File: config.mk
export PLATFORM = sky130hd
export DESIGN_NAME = rcpb_ctrl
export DESIGN_NICKNAME = d
export VERILOG_FILES = /design/src/hw/rtl/rcpb_pkg.sv /design/src/hw/rtl/rcpb_ctrl.sv
export SDC_FILE = /design/constraint.sdc
export NUM_CORES = 1
export LEC_CHECK = 0
export ABC_AREA = 1
export BUFFER_PORTS_ARGS = -buffer_cell sky130_fd_sc_hd__clkbuf_2
export CORE_UTILIZATION = 39
export DETAILED_ROUTE_END_ITERATION = 7
export HOLD_SLACK_MARGIN = 0.08
export PLACE_DENSITY = 0.63
export SLEW_MARGIN = 20
export SYNTH_ARGS = -nofsm -noshare
export SYNTH_HDL_FRONTEND = slang
export SYNTH_SLANG_ARGS = --single-unit
File: constraint.sdc
create_clock -name clk_i -period 1.8 [get_ports clk_i]
set_input_delay 0.36 -clock clk_i [delete_from_list [all_inputs] [get_ports clk_i]]
set_output_delay 0.36 -clock clk_i [all_outputs]
set_load 0.03 [all_outputs]
File: src/hw/rtl/rcpb_pkg.sv
package rcpb_pkg;

  localparam int unsigned MAX_LINES  = 32768;
  localparam int unsigned IDX_W      = $clog2(MAX_LINES);
  localparam int unsigned CNT_W      = IDX_W + 1;
  localparam int unsigned ADDR_W     = 48;
  localparam int unsigned LINE_SHIFT = 6;
  localparam int unsigned RNG_W      = 64;
  localparam int unsigned BIT_CNT_W  = $clog2(RNG_W);
  localparam int unsigned CFG_W      = 16;
  localparam int unsigned DATA_W     = 64;
  localparam int unsigned PADDR_W    = 4;

  localparam logic [RNG_W-1:0] SEED_C = 64'h9e3779b97f4a7c15;
  localparam logic [CFG_W-1:0] LINE_COUNT_RST = 16'd512;

  typedef enum logic [3:0] {
    OP_NONE,
    OP_ACCEPT,
    OP_INIT_WR,
    OP_SEED,
    OP_RNG,
    OP_DIV,
    OP_RD_I,
    OP_RD_J,
    OP_WR_I,
    OP_WR_J,
    OP_S_RD0,
    OP_S_FIRST,
    OP_S_RD,
    OP_S_WR,
    OP_S_CLOSE,
    OP_Q_RD
  } dp_op_e;

  typedef struct packed {
    dp_op_e op;
    logic   load_out;
  } dp_cmd_t;

  typedef struct packed {
    logic is_query;
    logic i_last;
    logic n_one;
    logic div_last;
    logic i_one;
  } dp_stat_t;

endpackage

File: src/hw/rtl/rcpb_ctrl.sv
module rcpb_ctrl
  import rcpb_pkg::*;
(
  input  logic     clk_i,
  input  logic     rst_ni,
  input  logic     in_valid_i,
  input  logic     out_free_i,
  input  dp_stat_t stat_i,
  output logic     in_stall_o,
  output dp_cmd_t  cmd_o
);

  typedef enum logic [4:0] {
    ST_IDLE, ST_INIT, ST_SEED, ST_RNG, ST_DIV, ST_RDI, ST_RDJ, ST_WRI, ST_WRJ,
    ST_SRD0, ST_SFIRST, ST_SRD, ST_SWR, ST_SCLOSE, ST_QRD, ST_DONE
  } state_e;

  state_e state_q;

  always_ff @(posedge clk_i or negedge rst_ni) begin
    if (!rst_ni) begin
      state_q <= ST_IDLE;
    end else begin
      case (state_q)
        ST_IDLE:   if (in_valid_i) state_q <= ST_QRD;
        ST_INIT:   if (stat_i.i_last) state_q <= ST_SEED;
        ST_SEED:   state_q <= stat_i.n_one ? ST_SRD0 : ST_RNG;
        ST_RNG:    state_q <= ST_DIV;
        ST_DIV:    if (stat_i.div_last) state_q <= ST_RDI;
        ST_RDI:    state_q <= ST_RDJ;
        ST_RDJ:    state_q <= ST_WRI;
        ST_WRI:    state_q <= ST_WRJ;
        ST_WRJ:    state_q <= stat_i.i_one ? ST_SRD0 : ST_RNG;
        ST_SRD0:   state_q <= ST_SFIRST;
        ST_SFIRST: state_q <= stat_i.n_one ? ST_SCLOSE : ST_SRD;
        ST_SRD:    state_q <= ST_SWR;
        ST_SWR:    state_q <= stat_i.i_last ? ST_SCLOSE : ST_SRD;
        ST_SCLOSE: state_q <= ST_DONE;
        ST_QRD:    state_q <= stat_i.is_query ? ST_DONE : ST_INIT;
        ST_DONE:   if (out_free_i) state_q <= ST_IDLE;
        default:   state_q <= ST_IDLE;
      endcase
    end
  end

  always_comb begin
    cmd_o.op       = OP_NONE;
    cmd_o.load_out = 1'b0;
    in_stall_o     = (state_q != ST_IDLE);
    case (state_q)
      ST_IDLE:   if (in_valid_i) cmd_o.op = OP_ACCEPT;
      ST_INIT:   cmd_o.op = OP_INIT_WR;
      ST_SEED:   cmd_o.op = OP_SEED;
      ST_RNG:    cmd_o.op = OP_RNG;
      ST_DIV:    cmd_o.op = OP_DIV;
      ST_RDI:    cmd_o.op = OP_RD_I;
      ST_RDJ:    cmd_o.op = OP_RD_J;
      ST_WRI:    cmd_o.op = OP_WR_I;
      ST_WRJ:    cmd_o.op = OP_WR_J;
      ST_SRD0:   cmd_o.op = OP_S_RD0;
      ST_SFIRST: cmd_o.op = OP_S_FIRST;
      ST_SRD:    cmd_o.op = OP_S_RD;
      ST_SWR:    cmd_o.op = OP_S_WR;
      ST_SCLOSE: cmd_o.op = OP_S_CLOSE;
      ST_QRD:    if (stat_i.is_query) cmd_o.op = OP_Q_RD;
      ST_DONE:   cmd_o.load_out = out_free_i;
      default: ;
    endcase
  end

endmodule

==> results by group, run 1 <==
Detailed routing
  – Violation count after the first detailed-routing iteration: 31
  – Routed met3 length: 103 um
  – WL met2: 733 um
  – Aggregate routed wire length: 1530 um
  – Via count: 698
  – DRC: 0
  – Mean routed wirelength per cell: 11.68 um
  – DR top layer: met4
  – Number of iterations in the first detailed-routing pass: 4
  – Antenna viol nets, final: 0
  – Avg Vias per Cell: about 5.3
  – Wire length the detailed router placed on met1: 677 um

Place
  – Detailed placer's ending HPWL: approximately 1100 um
  – Final Wtd Congestion: roughly 0.83
  – Port Buf Inserts: 14
  – Instance count after placement with tap cells included: 122
  – Cell area reported after detailed placement: 605.6 um^2

Yosys
  – Synthesized flop and latch total: 4
  – Mapped cell area: roughly 520 um^2
  – Most used flip-flop cell after synthesis: sky130_fd_sc_hd__dfrtp_1
  – Area share of the largest cell type after synthesis: 21.58%
  – Number of cells produced by synthesis: between 90 and 100
  – Cell taking the most area after synthesis: sky130_fd_sc_hd__nand2_1
  – Number of flops mapped to enable cells by yosys: 0
  – Syn nets: slightly above 100
  – Post-synth cell types: 19
  – Most numerous cell types in the synthesized netlist: 30 x sky130_fd_sc_hd__nand2_1, 13 x sky130_fd_sc_hd__nand3_1, 13 x sky130_fd_sc_hd__nor2_1
  – Cell with the most instances after synthesis: sky130_fd_sc_hd__nand2_1
  – Share of synthesized area occupied by flip-flops and latches: roughly a fifth
  – Fraction of registers with async set/reset: 100.0%
  – Total of warnings raised by yosys: 0
  – Syn avg cell area: around 5.6 um^2
  – Cell types with the largest area share after synthesis: sky130_fd_sc_hd__nand2_1 22%, sky130_fd_sc_hd__dfrtp_1 19%, sky130_fd_sc_hd__nand3_1 12%

Global route
  – Vias in the first global route: 555
  – Maximum number of pins on one net before global-route repair: 8
  – Total routing usage reported by global routing: 22.81%
  – Residual overflow from global routing: 0
  – Initial antenna violation count: 0
  – Wire length of the first global-routing pass: 2352 um

Power
  – Power density over the cells: 2321 nW/um^2
  – Reported leakage power: approximately 0.4 nW
  – Final total power: 0.001734 W
  – Max VDD drop: 1.130 mV

Layout
  – Final net count: 128
  – Layout overhead on the synthesized area: 43.17%
  – Final design utilization: 63.78%
  – Area occupied by multi-input gates: roughly 400 um^2
  – Flip-flop count of the largest register after layout: 4
  – ANT cells: 0
  – Final instance area: about 750 um^2
  – Sequential cell area in the final layout: 105.1 um^2
  – Share of layout cells above drive strength 1: 41.03%
  – Registers with the highest flip-flop counts: state_q: 4 flops
  – Fill cells: 101
  – Register name with the most flops: state_q
  – Non-filler cells in the finished layout: 131

Timing
  – Clock Skews: 0.005232 ns
  – Slew @ Worst Pin: 0.2607 ns
  – Crit share post-route: 99.30%
  – Number of failing hold endpoints at the final stage: 0
  – Final worst path period need: 1.787 ns
  – Final max-slew violation count: 0
  – RSZ-0062 raised after global routing: yes
  – Slew headroom: 82.60%
  – Final setup violating endpoints: 0
  – Max Clock Freq: 559.5 MHz

Floorplan
  – Number of top-level pins: 15
  – Floorplan core area: about 1200 um^2
  – Die height: 38.58 um
  – Die Outline Area: 1488 um^2
  – Row cnt: 12
  – Width of the die: 38.58 um
  – Effective utilization at floorplan: 44.55%

CTS
  – Clock sinks: 4
  – Worst-skew pair later-pin latency: 0.24 ns
  – Number of buffers on the longest clock path: 2
  – Clock tree from TritonCTS: yes
  – H-Tree Level Count: 1
  – Clock buffer count from CTS: 3
  – Cell at the root of the clock tree: sky130_fd_sc_hd__clkbuf_4
  – Reg clk slew, reported paths: 0.04 ns

Critical path
  – Req. time, crit path: 1.44 ns
  – Startpoint class of the critical path: register
  – Classification of the worst setup path: reg -> out
  – Highest fanout seen on the critical path: 6
  – Critical Path Sink Type: primary output
  – Worst R2R Setup Slack: 0.41 ns
  – Data arrival time of the critical path: 1.43 ns

Min path
  – Type of the most critical hold path: in -> reg

Status
  – Status: finished, final reports clean

Flow run
  – Max-cap check violation count: 0
-- critical path, stage by stage, from the launching register on --
cell and delay (ns):
sky130_fd_sc_hd__dfrtp_2 0.45, sky130_fd_sc_hd__nand2_1 0.12, sky130_fd_sc_hd__inv_2 0.07, sky130_fd_sc_hd__nand2_2 0.07, sky130_fd_sc_hd__o21ai_2 0.06, sky130_fd_sc_hd__nor2_2 0.15, sky130_fd_sc_hd__nand4_1 0.12, sky130_fd_sc_hd__buf_6 0.15
-- cell usage in the layout, fill, tap and decap left out, drive strengths merged, types with 4 or more instances in the layout --
master,instances
o21ai,9
nand3,14
nor2,18
clkbuf,14
buf,10
inv,12
nand2,31
dfrtp,4
-- power by group --
group	leakage [nW]	total [W]	internal, W	switching, W
Combinational	0.351	0.00136	0.000531	0.000826
Clock	0.0138	0.000111	0.0000745	0.0000360
Sequential	0.0440	0.000266	0.000152	0.000114
Total	0.409	0.00173	0.000758	0.000976
-- layer usage --
layer / global-route usage, % / up-vias
met3: 3.468 / 4
li1: - / 349
met5: 0 / -
met2: 34.58 / 36
met1: 32.39 / 309
met4: 7.759 / 0
-- area by class of cell --
cell class / instances / area share, %
Clock buffer: 3 / 3.015
Sequential cell: 4 / 14.07
Multi-Input combinational cell: 76 / 52.43
Tap cell: 14 / 2.345
Timing Repair Buffer: 22 / 21.44
Inverter: 12 / 6.700
-- stage by stage --
stage | hold WS, ns | setup slack [ns] | TNS [ns]
finish | 0.4620 | 0.01266 | 0
global route | 0.4815 | -0.03863 | -0.06928
CTS | 0.4603 | 0.001189 | 0
detailed placement | 0.1718 | 0.1445 | 0
global placement | 0.1706 | 0.1400 | 0
floorplan | 0.06441 | 0.1583 | 0
-- cells by family (layout without fill, tap and decap cells) --
group	count (synthesis)	count (layout)	synth area share (%)
DFF	4	4	19.19
AOI/OAI and AO/OA	10	10	11.51
buffers and inverters	14	37	12.23
and+or+nand+nor	66	66	57.08
-- path summary, 6_finish.rpt --
kind                              end        from  depth (start not counted)
max                          cmd_o[4]  state_q[3]                          7
min                        state_q[1]  out_free_i                          4
max reg2reg                state_q[3]  state_q[0]                          7
min reg2reg                state_q[2]  state_q[2]                          2
max in group asynchronous  state_q[2]      rst_ni                          2
min in group asynchronous  state_q[3]      rst_ni                          2
-- repair_timing --
action	CTS	global route
pin swaps	0	3
buffers inserted	2	3
setup endpoints to repair	3	4
hold endpoints to repair	4	0
hold buffers	1	0
resized for setup	11	17
Note: power is estimated with default switching activity, not from simulation.
==> run 2: changes to the inputs <==
--- a/config.mk
+++ b/config.mk
@@ -5,8 +5,7 @@
 export SDC_FILE = /design/constraint.sdc
 export NUM_CORES = 1
 export LEC_CHECK = 0
-export ABC_AREA = 1
-export BUFFER_PORTS_ARGS = -buffer_cell sky130_fd_sc_hd__clkbuf_2
+export BUFFER_PORTS_ARGS = -buffer_cell sky130_fd_sc_hd__buf_2
 export CORE_UTILIZATION = 39
 export DETAILED_ROUTE_END_ITERATION = 7
 export HOLD_SLACK_MARGIN = 0.08
==> results by group, run 2 <==
Layout
  – Layout overhead on the synthesized area: 32.30%
  – Register name with the most flops: state_q
  – Flip-flop count of the largest register after layout: 4 (unchanged)
  – Final instance area: 691.9 um^2 (-7.4%)
  – Fill cells: 110 (+8.9%)
  – Final net count: 100 (-22%)
  – Non-filler cells in the finished layout: 103 (-21%)
  – Registers with the highest flip-flop counts: state_q: 4 flops
  – Most frequent cells in the layout: 13 x sky130_fd_sc_hd__buf_2, 10 x sky130_fd_sc_hd__buf_4, 5 x sky130_fd_sc_hd__nor2_1
  – Share of layout cells above drive strength 1: 40.45% (-0.58 points)
  – Leading cell type in the layout, fill and taps excluded: sky130_fd_sc_hd__buf_2
  – ANT cells: 0 (unchanged)

Global route
  – Residual overflow from global routing: 0 (unchanged)
  – Vias in the first global route: 518 (-6.7%)
  – Wire length of the first global-routing pass: 2277 um (-3.2%)
  – Maximum number of pins on one net before global-route repair: 15 (+7)
  – Initial antenna violation count: 0 (unchanged)
  – Total routing usage reported by global routing: 22.78% (-0.027 points)

CTS
  – Clock sinks: 4 (unchanged)
  – H-Tree Level Count: 1 (unchanged)
  – Reg clk slew, reported paths: 0.04 ns (about the same)
  – Cell at the root of the clock tree: sky130_fd_sc_hd__clkbuf_4
  – Clock buffer count from CTS: 3 (unchanged)
  – Worst-skew pair later-pin latency: 0.24 ns (about the same)
  – Clock tree from TritonCTS: yes
  – Number of buffers on the longest clock path: 2 (unchanged)

Floorplan
  – Effective utilization at floorplan: 44.66% (+0.11 points)
  – Row cnt: 12 (unchanged)
  – Number of top-level pins: 15 (unchanged)
  – Die Outline Area: 1492 um^2 (+0.23%)
  – Die height: 38.62 um (+0.12%)
  – Width of the die: 38.62 um (+0.12%)
  – Floorplan core area: 1171 um^2 (unchanged)

Power
  – Max VDD drop: 1.058 mV (-6.3%)
  – Reported leakage power: 0.3011 nW (-26%)
  – Power density over the cells: 2175 nW/um^2 (-6.3%)

Timing
  – Slew @ Worst Pin: 0.2806 ns (+0.01989 ns)
  – Final max-slew violation count: 0 (unchanged)
  – Crit share post-route: 98.54% (-0.76 points)
  – Clock Skews: 0.001607 ns (-0.003625 ns)
  – Final worst path period need: 1.774 ns (-0.01368 ns)
  – Max Clock Freq: 563.8 MHz (+0.77%)
  – Final setup violating endpoints: 0 (unchanged)
  – Slew headroom: 81.18% (-1.4 points)
  – Number of failing hold endpoints at the final stage: 0 (unchanged)
  – RSZ-0062 raised after global routing: yes

Yosys
  – Synthesized flop and latch total: 4 (unchanged)
  – Number of flops mapped to enable cells by yosys: 0 (unchanged)
  – Number of cells produced by synthesis: 69 (-27%)
  – Syn nets: 78 (-24%)
  – Share of synthesized area occupied by flip-flops and latches: 19.14% (-0.046 points)
  – Mapped cell area: 523.0 um^2 (+0.24%)
  – Cell taking the most area after synthesis: sky130_fd_sc_hd__dfrtp_1
  – Most numerous cell types in the synthesized netlist: 6 x sky130_fd_sc_hd__nor2_1, 5 x sky130_fd_sc_hd__buf_2, 4 x sky130_fd_sc_hd__dfrtp_1, 4 x sky130_fd_sc_hd__nand2b_1
  – Cell types with the largest area share after synthesis: sky130_fd_sc_hd__dfrtp_1 19%, sky130_fd_sc_hd__buf_2 4.8%, sky130_fd_sc_hd__nand2b_1 4.8%
  – Syn avg cell area: 7.580 um^2 (+37%)
  – Most used flip-flop cell after synthesis: sky130_fd_sc_hd__dfrtp_1
  – Cell with the most instances after synthesis: sky130_fd_sc_hd__nor2_1
  – Post-synth cell types: 36 (+17)
  – Area share of the largest cell type after synthesis: 19.14% (-2.4 points)
  – Fraction of registers with async set/reset: 100.0% (unchanged)
  – Total of warnings raised by yosys: 0 (unchanged)

Detailed routing
  – Antenna viol nets, final: 0 (unchanged)
  – Violation count after the first detailed-routing iteration: 32 (+3.2%)
  – Wire length the detailed router placed on met1: 680 um (+0.44%)
  – Routed met3 length: 112 um (+8.7%)
  – Via count: 636 (-8.9%)
  – DRC: 0 (unchanged)
  – Mean routed wirelength per cell: 14.66 um (+26%)
  – WL met2: 671 um (-8.5%)
  – Aggregate routed wire length: 1510 um (-1.3%)
  – Avg Vias per Cell: 6.175 (+16%)
  – Number of iterations in the first detailed-routing pass: 4 (unchanged)
  – DR top layer: met4

Critical path
  – Highest fanout seen on the critical path: 5 (-1)
  – Classification of the worst setup path: reg -> out
  – Startpoint class of the critical path: register
  – Critical Path Sink Type: primary output
  – Req. time, crit path: 1.44 ns (about the same)
  – Data arrival time of the critical path: 1.41 ns (-0.02 ns)

Place
  – Instance count after placement with tap cells included: 97 (-20%)
  – Port Buf Inserts: 14 (unchanged)
  – Final Wtd Congestion: 0.8242 (-0.75%)
  – Detailed placer's ending HPWL: 1018 um (-6.8%)
  – Cell area reported after detailed placement: 631.9 um^2 (+4.3%)

Status
  – Status: finished, final reports clean

Flow run
  – Max-cap check violation count: 0 (unchanged)

Min path
  – Type of the most critical hold path: in -> async
[run 2: cell types whose count changed in the layout (fill, tap and decap cells not counted), sizes merged, moves of 3 or more]
cell,previous run,this run
nand2,31,2
inv,12,3
a211oi,0,3
nor3b,0,3
nor2b,0,3
clkbuf,14,3
nor2,18,6
nand2b,0,5
nand3,14,1
buf,10,23
o21ai,9,5
a31oi,0,3
[run 2: critical path, cell delays in order (launching register included)]
cell and delay [ns]:
sky130_fd_sc_hd__dfrtp_2 0.43, sky130_fd_sc_hd__or3_4 0.40, sky130_fd_sc_hd__nand2b_4 0.16, sky130_fd_sc_hd__buf_4 0.17
[run 2: path summary, 6_finish.rpt]
check / depth (start not counted) / slack (ns) / from / endpoint
worst min-delay path: 2 / 0.44 / rst_ni / state_q[1]
worst max register to register: 5 / 0.21 / state_q[1] / state_q[0]
worst min register to register: 1 / 0.60 / state_q[2] / state_q[2]
max in group asynchronous: 2 / 1.23 / rst_ni / state_q[3]
worst max-delay path: 3 / 0.03 / state_q[3] / in_stall_o
min in group clk_i: 4 / 0.50 / stat_i[3] / state_q[2]
[run 2: report_power, final]
part | total [W] | internal [W] | switching (W)
Sequential | 0.000217 | 0.000147 | 0.0000703
Clock | 0.000124 | 0.0000754 | 0.0000485
Combinational | 0.00116 | 0.000492 | 0.000672
Total | 0.00151 | 0.000715 | 0.000790
[run 2: area by class of cell]
type	instances	area [um^2]	share of cell area, %
Timing Repair Buffer	24	150.1	21.70
Inverter	3	11.26	1.627
Tap cell	14	17.52	2.532
Clock buffer	3	22.52	3.255
Multi-Input combinational cell	55	387.9	56.06
Sequential cell	4	102.6	14.83
[run 2: timing repair]
action                                  CTS  global route
hold buffers                              1             0
gates resized for setup                   2             4
buffers inserted                          1             1
endpoints found under the hold margin     4             0
pin swaps                                 0             0
endpoints found under the setup margin    2             4
[run 2: metrics by stage]
| stage | setup TNS [ns] | util, % | setup WS, ns | power (W) | hold slack (ns) |
|---|---|---|---|---|---|
| global route | -0.004736 | 59.08 | -0.004736 | 0.001603 | 0.4563 |
| floorplan | 0 | - | 0.06564 | 0.001026 | 0.06441 |
| detailed placement | 0 | 53.95 | 0.2051 | 0.001304 | 0.1665 |
| CTS | 0 | 57.91 | 0.01821 | 0.001461 | 0.4484 |
| global placement | 0 | 53.95 | 0.1947 | 0.001306 | 0.1665 |
| finish | 0 | 59.08 | 0.02634 | 0.001505 | 0.4377 |
[run 2: cells by family after synthesis]
family          count (synthesis)  synth area share [%]
compound gates                 26                 36.84
xor+xnor                        2                 3.350
buf+inv                        10                 9.090
flops                           4                 19.14
mux                             1                 1.914
simple gates                   26                 29.66
[run 2: per-layer routing]
layer,up-vias,GRT usage (%)
met2,39,32.50
met4,0,17.24
met3,6,2.312
li1,303,-
met5,-,0
met1,288,30.88
